$ cat config.mk
export PLATFORM = sky130hd
export DESIGN_NAME = ack_retransmit_table
export DESIGN_NICKNAME = d
export VERILOG_FILES = /design/src/rtl/ackrt_pkg.sv /design/src/rtl/ack_retransmit_table.sv /design/src/rtl/ackrt_ram.sv /design/src/rtl/ackrt_ctrl.sv /design/src/rtl/ackrt_dp.sv
export SDC_FILE = /design/constraint.sdc
export NUM_CORES = 2
export LEC_CHECK = 0
export BUFFER_PORTS_ARGS = -buffer_cell sky130_fd_sc_hd__buf_2
export CORE_MARGIN = 3
export CORE_UTILIZATION = 40
export DETAILED_ROUTE_END_ITERATION = 6
export PLACE_DENSITY = 0.6
export SLEW_MARGIN = 20
export SYNTH_ARGS = -nofsm -noshare
export SYNTH_HDL_FRONTEND = slang
export SYNTH_HIERARCHICAL = 1
export SYNTH_SLANG_ARGS = --single-unit
$ cat constraint.sdc
create_clock -name clk -period 12.05 [get_ports clk]
set_input_delay 0.6025 -clock clk [delete_from_list [all_inputs] [get_ports clk]]
set_output_delay 0.6025 -clock clk [all_outputs]
set_load 0.01 [all_outputs]
$ cat src/rtl/ackrt_pkg.sv
package ackrt_pkg;

  localparam int ACK_WAIT_W   = 16;
  localparam int MAX_RETRY_W  = 8;
  localparam int CFG_DATA_W   = 16;
  localparam int ID_W         = 8;
  localparam int DEST_W       = 2;
  localparam int LEN_W        = 6;
  localparam int TIME_W       = 32;
  localparam int SLOT_OUT_W   = 4;
  localparam int HITS_W       = 5;

  localparam logic [1:0] OP_ADD  = 2'd0;
  localparam logic [1:0] OP_ACK  = 2'd1;
  localparam logic [1:0] OP_LINK = 2'd2;
  localparam logic [1:0] OP_TICK = 2'd3;

  localparam logic [DEST_W-1:0] DEST_ONE  = 2'd0;
  localparam logic [DEST_W-1:0] DEST_TWO  = 2'd1;
  localparam logic [DEST_W-1:0] DEST_BOTH = 2'd2;
  localparam logic [DEST_W-1:0] DEST_NONE = 2'd3;

  localparam logic CFG_ACK_WAIT    = 1'b0;
  localparam logic CFG_MAX_RETRIES = 1'b1;

  localparam logic [ACK_WAIT_W-1:0]  ACK_WAIT_RESET    = 16'd100;
  localparam logic [MAX_RETRY_W-1:0] MAX_RETRIES_RESET = 8'd25;
  localparam logic [LEN_W-1:0]       MAX_LENGTH        = 6'd31;
  localparam logic [ID_W-1:0]        LAST_ID           = 8'd254;

  typedef struct packed {
    logic [ID_W-1:0]        id;
    logic [DEST_W-1:0]      dest;
    logic [LEN_W-1:0]       size;
    logic [TIME_W-1:0]      last_send;
    logic [MAX_RETRY_W-1:0] tries;
  } entry_t;

  typedef enum logic [1:0] {
    ST_IDLE,
    ST_SCAN,
    ST_FINISH
  } state_t;

  typedef struct packed {
    logic take;
    logic step;
    logic load;
  } cmd_t;

  typedef struct packed {
    logic scan_done;
    logic out_busy;
  } stat_t;

endpackage

$ cat src/rtl/ack_retransmit_table.sv
// channel  | handshake                    | payload
// ---------+------------------------------+---------------------------------------------
// item     | item_valid / item_stall      | opcode target length ack_id link_select
//          |                              | link_on now_time
// result   | result_valid / result_stall  | accepted slot message_id send_now
//          |                              | send_target send_length gave_up ack_hits
// config   | cfg_write                    | cfg_index cfg_data
//
// Add and link status words go from ST_IDLE to ST_FINISH, which loads the result register.
// Ack and tick words scan the slot RAM one slot per cycle, up to all SLOT_COUNT slots;
// a tick ends at its first send hit or at the first live entry on a down link.
// Synchronous reset clears valid bits and pointers and brings both links up; no clearing pass.
// The block takes a new item while the last result waits under result_stall,
// and holds that item's result until the output register frees.
module ack_retransmit_table
  import ackrt_pkg::*;
#(
  parameter int SLOT_COUNT = 16
) (
  input  logic                    clk,
  input  logic                    rst,
  input  logic                    cfg_write,
  input  logic                    cfg_index,
  input  logic [CFG_DATA_W-1:0]   cfg_data,
  input  logic                    item_valid,
  output logic                    item_stall,
  input  logic [1:0]              opcode,
  input  logic [DEST_W-1:0]       target,
  input  logic [LEN_W-1:0]        length,
  input  logic [ID_W-1:0]         ack_id,
  input  logic                    link_select,
  input  logic                    link_on,
  input  logic [TIME_W-1:0]       now_time,
  output logic                    result_valid,
  input  logic                    result_stall,
  output logic                    accepted,
  output logic [SLOT_OUT_W-1:0]   slot,
  output logic [ID_W-1:0]         message_id,
  output logic                    send_now,
  output logic [DEST_W-1:0]       send_target,
  output logic [LEN_W-1:0]        send_length,
  output logic                    gave_up,
  output logic [HITS_W-1:0]       ack_hits
);

  cmd_t  cmd;
  stat_t stat;

  ackrt_ctrl u_ctrl (
    .clk        (clk),
    .rst        (rst),
    .item_valid (item_valid),
    .opcode     (opcode),
    .item_stall (item_stall),
    .stat       (stat),
    .cmd        (cmd)
  );

  ackrt_dp #(
    .SLOT_COUNT (SLOT_COUNT)
  ) u_dp (
    .clk          (clk),
    .rst          (rst),
    .cmd          (cmd),
    .stat         (stat),
    .cfg_write    (cfg_write),
    .cfg_index    (cfg_index),
    .cfg_data     (cfg_data),
    .opcode       (opcode),
    .target       (target),
    .length       (length),
    .ack_id       (ack_id),
    .link_select  (link_select),
    .link_on      (link_on),
    .now_time     (now_time),
    .result_valid (result_valid),
    .result_stall (result_stall),
    .accepted     (accepted),
    .slot         (slot),
    .message_id   (message_id),
    .send_now     (send_now),
    .send_target  (send_target),
    .send_length  (send_length),
    .gave_up      (gave_up),
    .ack_hits     (ack_hits)
  );

endmodule

$ cat src/rtl/ackrt_ram.sv
module ackrt_ram #(
  parameter int WIDTH = 8,
  parameter int DEPTH = 16
) (
  input  logic                     clk,
  input  logic                     wr_en,
  input  logic [$clog2(DEPTH)-1:0] wr_addr,
  input  logic [WIDTH-1:0]         wr_data,
  input  logic [$clog2(DEPTH)-1:0] rd_addr,
  output logic [WIDTH-1:0]         rd_data
);

  logic [WIDTH-1:0] mem [DEPTH];

  always_ff @(posedge clk) begin
    if (wr_en) begin
      mem[wr_addr] <= wr_data;
    end
    rd_data <= mem[rd_addr];
  end

endmodule

$ cat src/rtl/ackrt_ctrl.sv
module ackrt_ctrl
  import ackrt_pkg::*;
(
  input  logic       clk,
  input  logic       rst,
  input  logic       item_valid,
  input  logic [1:0] opcode,
  output logic       item_stall,
  input  stat_t      stat,
  output cmd_t       cmd
);

  state_t state, state_next;

  always_ff @(posedge clk) begin
    if (rst) begin
      state <= ST_IDLE;
    end else begin
      state <= state_next;
    end
  end

  always_comb begin
    state_next = state;
    case (state)
      ST_IDLE: begin
        if (item_valid) begin
          if (opcode inside {OP_ACK, OP_TICK}) begin
            state_next = ST_SCAN;
          end else begin
            state_next = ST_FINISH;
          end
        end
      end
      ST_SCAN: begin
        if (stat.scan_done) begin
          state_next = ST_FINISH;
        end
      end
      ST_FINISH: begin
        if (!stat.out_busy) begin
          state_next = ST_IDLE;
        end
      end
      default: state_next = ST_IDLE;
    endcase
  end

  always_comb begin
    item_stall = 1'b1;
    cmd        = '0;
    case (state)
      ST_IDLE: begin
        item_stall = 1'b0;
        cmd.take   = item_valid;
      end
      ST_SCAN: begin
        cmd.step = 1'b1;
      end
      ST_FINISH: begin
        cmd.load = !stat.out_busy;
      end
      default: begin
        item_stall = 1'b1;
      end
    endcase
  end

endmodule

$ cat src/rtl/ackrt_dp.sv
module ackrt_dp
  import ackrt_pkg::*;
#(
  parameter int SLOT_COUNT = 16
) (
  input  logic                    clk,
  input  logic                    rst,
  input  cmd_t                    cmd,
  output stat_t                   stat,
  input  logic                    cfg_write,
  input  logic                    cfg_index,
  input  logic [CFG_DATA_W-1:0]   cfg_data,
  input  logic [1:0]              opcode,
  input  logic [DEST_W-1:0]       target,
  input  logic [LEN_W-1:0]        length,
  input  logic [ID_W-1:0]         ack_id,
  input  logic                    link_select,
  input  logic                    link_on,
  input  logic [TIME_W-1:0]       now_time,
  output logic                    result_valid,
  input  logic                    result_stall,
  output logic                    accepted,
  output logic [SLOT_OUT_W-1:0]   slot,
  output logic [ID_W-1:0]         message_id,
  output logic                    send_now,
  output logic [DEST_W-1:0]       send_target,
  output logic [LEN_W-1:0]        send_length,
  output logic                    gave_up,
  output logic [HITS_W-1:0]       ack_hits
);

  localparam int IW = $clog2(SLOT_COUNT);
  localparam int EW = $bits(entry_t);

  logic [ACK_WAIT_W-1:0]  ack_wait;
  logic [MAX_RETRY_W-1:0] max_retries;
  logic [SLOT_COUNT-1:0]  valid;
  logic [IW-1:0]          write_slot;
  logic [ID_W-1:0]        next_id;
  logic                   link_one_up;
  logic                   link_two_up;

  // latched item for the scan
  logic [1:0]             op_q;
  logic [ID_W-1:0]        ack_id_q;
  logic [TIME_W-1:0]      now_q;
  logic [IW-1:0]          eval_idx;

  // result being built
  logic                   res_accepted;
  logic [SLOT_OUT_W-1:0]  res_slot;
  logic [ID_W-1:0]        res_id;
  logic                   res_send;
  logic [DEST_W-1:0]      res_target;
  logic [LEN_W-1:0]       res_length;
  logic                   res_gave_up;
  logic [HITS_W-1:0]      res_hits;

  logic                   ram_we;
  logic [IW-1:0]          ram_waddr;
  entry_t                 ram_wdata;
  logic [IW-1:0]          ram_raddr;
  logic [EW-1:0]          ram_rbits;
  entry_t                 cur;

  logic                   add_ok;
  logic                   last_idx;
  logic                   cur_valid;
  logic                   blocked;
  logic                   elapsed;
  logic                   send_hit;
  logic                   ack_hit;
  logic [MAX_RETRY_W-1:0] tries_new;
  logic                   quit;
  logic                   tick_scan;

  assign cur       = entry_t'(ram_rbits);
  assign add_ok    = (opcode == OP_ADD) && (length <= MAX_LENGTH);
  assign last_idx  = (eval_idx == IW'(SLOT_COUNT - 1));
  assign cur_valid = valid[eval_idx];
  assign tick_scan = (op_q == OP_TICK);
  assign blocked   = ((cur.dest == DEST_ONE) && !link_one_up) ||
                     ((cur.dest == DEST_TWO) && !link_two_up);
  assign elapsed   = (now_q - cur.last_send) > {{(TIME_W-ACK_WAIT_W){1'b0}}, ack_wait};
  assign send_hit  = cmd.step && tick_scan && cur_valid && !blocked && elapsed;
  assign ack_hit   = cmd.step && !tick_scan && (cur.id == ack_id_q);
  assign tries_new = cur.tries + 8'd1;
  assign quit      = (tries_new >= max_retries);

  assign stat.scan_done = last_idx || (tick_scan && cur_valid && (blocked || elapsed));
  assign stat.out_busy  = result_valid && result_stall;

  assign ram_raddr = (cmd.take || last_idx) ? '0 : IW'(eval_idx + 1'b1);

  always_comb begin
    ram_we    = 1'b0;
    ram_waddr = write_slot;
    ram_wdata = '0;
    if (cmd.take && add_ok) begin
      ram_we         = 1'b1;
      ram_wdata.id   = next_id;
      ram_wdata.dest = target;
      ram_wdata.size = LEN_W'(length + 1'b1);
    end else if (send_hit) begin
      ram_we              = 1'b1;
      ram_waddr           = eval_idx;
      ram_wdata           = cur;
      ram_wdata.last_send = now_q;
      ram_wdata.tries     = tries_new;
    end
  end

  ackrt_ram #(
    .WIDTH (EW),
    .DEPTH (SLOT_COUNT)
  ) u_ram (
    .clk     (clk),
    .wr_en   (ram_we),
    .wr_addr (ram_waddr),
    .wr_data (ram_wdata),
    .rd_addr (ram_raddr),
    .rd_data (ram_rbits)
  );

  always_ff @(posedge clk) begin
    if (rst) begin
      ack_wait    <= ACK_WAIT_RESET;
      max_retries <= MAX_RETRIES_RESET;
    end else if (cfg_write) begin
      if (cfg_index == CFG_ACK_WAIT) begin
        ack_wait <= cfg_data;
      end else begin
        max_retries <= cfg_data[MAX_RETRY_W-1:0];
      end
    end
  end

  always_ff @(posedge clk) begin
    if (rst) begin
      valid       <= '0;
      write_slot  <= '0;
      next_id     <= '0;
      link_one_up <= 1'b1;
      link_two_up <= 1'b1;
    end else begin
      if (cmd.take && add_ok) begin
        valid[write_slot] <= (target != DEST_NONE);
        write_slot <= (write_slot == IW'(SLOT_COUNT - 1)) ? '0 : IW'(write_slot + 1'b1);
        next_id    <= (next_id == LAST_ID) ? '0 : ID_W'(next_id + 1'b1);
      end
      if (cmd.take && (opcode == OP_LINK)) begin
        if (link_select) begin
          link_two_up <= link_on;
        end else begin
          link_one_up <= link_on;
        end
      end
      if (ack_hit || (send_hit && quit)) begin
        valid[eval_idx] <= 1'b0;
      end
    end
  end

  always_ff @(posedge clk) begin
    if (cmd.take) begin
      op_q         <= opcode;
      ack_id_q     <= ack_id;
      now_q        <= now_time;
      eval_idx     <= '0;
      res_accepted <= add_ok;
      res_slot     <= add_ok ? SLOT_OUT_W'(write_slot) : '0;
      res_id       <= add_ok ? next_id : '0;
      res_send     <= 1'b0;
      res_target   <= '0;
      res_length   <= '0;
      res_gave_up  <= 1'b0;
      res_hits     <= '0;
    end else if (cmd.step) begin
      eval_idx <= IW'(eval_idx + 1'b1);
      if (ack_hit && cur_valid) begin
        res_hits <= HITS_W'(res_hits + 1'b1);
      end
      if (send_hit) begin
        res_slot    <= SLOT_OUT_W'(eval_idx);
        res_id      <= cur.id;
        res_send    <= 1'b1;
        res_target  <= cur.dest;
        res_length  <= cur.size;
        res_gave_up <= quit;
      end
    end
  end

  // output word register
  always_ff @(posedge clk) begin
    if (rst) begin
      result_valid <= 1'b0;
    end else if (cmd.load) begin
      result_valid <= 1'b1;
    end else if (!result_stall) begin
      result_valid <= 1'b0;
    end
  end

  always_ff @(posedge clk) begin
    if (cmd.load) begin
      accepted    <= res_accepted;
      slot        <= res_slot;
      message_id  <= res_id;
      send_now    <= res_send;
      send_target <= res_target;
      send_length <= res_length;
      gave_up     <= res_gave_up;
      ack_hits    <= res_hits;
    end
  end

endmodule

==> results.yml <==
run_status:
  outcome: "finished, final reports clean"
floorplan:
  fp-row-count: 121
  die_y_microns: 339
  die_area_sq_mm: 0.115
  start_util_pct: 40.6
  core-area_sq_mm: 0.109
  pin_count: 104
  fp.dieW_microns: 339
power_and_ir_drop:
  irDropWorstVdd_mv: 0.140
  finalPower_mw: 8.55
  power_density_mw_per_mm2: 170
  p_leak_nw: 15.1
placed_design:
  pre_cts_slack_ps: 3740
  dp_hpwl_microns: 65600
  place_area_sq_mm: 0.0467
  gp_congestion: 0.846
  portBuffers: 103
  dp_cells: 4005
setup_path:
  crit_chain: "inv_1, ha_1, fa_1, nand2b_1, a21oi_1, o211ai_1, nand2_1, xor2_1, ha_1, nand4_1, nor4_1, nand4_1, o31a_1, nor4_1, o2111ai_1, a2111oi_4, nand3_2, nand2_1, mux2_2, or3b_2, nor3_2, buf_4"
  reg2reg_depth: 22
  worstPathRequired_ps: 12340
  cpMaxStageDelayCell: "nor3_2"
  worstPathArrival_ps: 8580
  critPathMaxFanout: 45
  start_kind: "register"
  crit_type: "reg2reg"
  max_stage_delay_ps: 810
  cp-end-kind: "register"
logic_synthesis:
  synth_top_cell_area_share_pct: 66.2
  synth.area.top_cells: "edfxtp_1 (66%), mux4_2 (12%), dfxtp_1 (6.0%)"
  netlist_area_sq_mm: 0.0444
  synthCells: 2500
  synth_nets: 2643
  syn_avg_cell_area_sq_um: 17.8
  synth_edf_count: 979
  synth.distinct_cells: 75
  synthFlopType: "edfxtp_1"
  ys_ff_latch: 1111
  ys_warn_count: 6
  synth_area_leader_cell: "edfxtp_1"
  async_flop_share_pct: 0
  yosysSeqAreaShare_pct: 72.2
cells_and_area:
  fin_nets: 2787
  design_area_sq_mm: 0.0504
  drive_gt1_share_pct: 22.2
  area_growth_pct: 13.6
  layout.cells.non_filler: 4219
  fill_cells: 9304
  layout_common_cells: "edfxtp_1 (979), mux4_2 (229), nand2_1 (165)"
  layout_commonest_cell: "edfxtp_1"
  fin_util_pct: 46.1
sta:
  fmax_mhz: 121
  timing.setup.tns_ps: 0
  grt_setup_unrepaired: "no"
  setup_ws_ps: 3760
  setup_violations: 0
  period_needed_ps: 8290
  finClkSkew_ps: 42.4
  tightestPinTransition_ps: 1140
  slew_viol_final: 0
  slew_headroom_pct: 24.2
  final_hold_viol_count: 0
  period_share_pct: 68.8
  holdWs_ps: 85.4
routing:
  route.detailed.drc: 0
  ant_nets: 0
  wl_per_cell_microns: 26.3
  drt-total-wl_microns: 111000
  drtPass1Iterations: 5
  routed_via_density: 5.68
  drt_iter0_markers: 2377
  vias: 24000
grt:
  grt-ovfl-total: 0
  grt_pass1_wl_microns: 165000
  track_usage_pct: 19.2
  grt_start_max_net_pins: 139
  first_global_vias: 24700
  antenna_found_initial: 2
job:
  max_cap_violations: 0
clocking:
  cts_num_sinks: 1111
  clock_path_buffers: 3
  cts_resized: 0
  cts_root_buffer: "clkbuf_16"
  htree_levels: 3
  cts_hold_buffers: 0
  cts_tree: "done"
  clk_latency_ps: 700
  clkTransAtPathRegs_ps: 60
  postCtsSetupBuffers: 0
  cts_buffers: 111
worst_hold_path:
  hold_path_depth: 1
  min_path_type: "in2reg"
[kinds of logic after synthesis]
logic type               count (synthesis)  synth area share, %
AO/OA/AOI/OAI                          374                 5.86
XOR/XNOR                                48                0.947
adder cells (fa/ha/maj)                 69                 1.96
buffers and inverters                  211                 2.16
flip-flops                            1111                 72.2
multiplexers                           251                 12.1
AND/OR/NAND/NOR                        436                 4.79
[path summary, 6_finish.rpt]
check / from / to / slack, ps
setup reg to reg: u_dp/now_q[0] / u_dp/u_ram/mem[0][34] / 3760
hold / removal: now_time[15] / u_dp/now_q[15] / 90
hold reg to reg: u_dp/res_id[7] / u_dp/message_id[7] / 420
setup / recovery: u_dp/now_q[0] / u_dp/u_ram/mem[0][34] / 3760
[synth_stat cells, types with 11 or more instances]
| cell type | n |
|---|---|
| edfxtp_1 | 979 |
| mux4_2 | 229 |
| nand2_1 | 165 |
| dfxtp_1 | 132 |
| a22oi_1 | 112 |
| a21oi_1 | 89 |
| clkbuf_1 | 85 |
| inv_1 | 81 |
| ha_1 | 68 |
| nor2_1 | 67 |
| and3_1 | 55 |
| o21ai_0 | 47 |
| nand3_1 | 40 |
| xnor2_1 | 32 |
| nand4_1 | 28 |
| buf_2 | 20 |
| a21o_1 | 19 |
| mux2i_1 | 19 |
| buf_6 | 16 |
| xor2_1 | 16 |
| nor3_1 | 15 |
| nor2b_1 | 14 |
| a211oi_1 | 12 |
| o211ai_1 | 11 |
| o31ai_1 | 11 |
[flip-flops by register name (all words and copies together) (netlist names), 6 cells and up]
signal	flops
u_dp/u_ram/mem	896
u_dp/ack_id_q	8
u_dp/res_length	6
u_dp/message_id	8
u_dp/ack_wait	16
u_dp/now_q	32
u_dp/res_id	8
u_dp/max_retries	8
u_dp/next_id	8
u_dp/u_ram/rd_data	56
u_dp/send_length	6
u_dp/valid	16
[final cells by class]
cell class	count	area (sq um)	area share [%]
Antenna cell	2	5.00	0.00993
Clock buffer	164	3180	6.31
Timing Repair Buffer	160	993	1.97
Inverter	82	308	0.610
Clock inverter	46	465	0.923
Sequential cell	1111	32000	63.5
Tap cell	1476	1850	3.66
Multi-Input combinational cell	1178	11600	23.0
[per-layer routing]
metal  track usage (%)  wire, microns
met5                 0              0
met1              26.0          46400
met2              31.3          53500
met3              4.10           7910
met4              5.78           3060
[where the power goes]
part	switching [mW]	total, mW	internal (mW)
Sequential	0.0435	4.25	4.21
Combinational	0.517	0.881	0.364
Clock	1.42	3.42	2.00
[critical path, delay by kind of cell, from the launching register on]
kind | cells | cell delay, ps
simple gates | 10 | 3840
fa+ha+maj | 3 | 980
mux | 1 | 430
buf+inv | 2 | 880
xor+xnor | 1 | 80
compound gates | 5 | 1290
flops | 1 | 330
(Power assumes the default switching activity.)
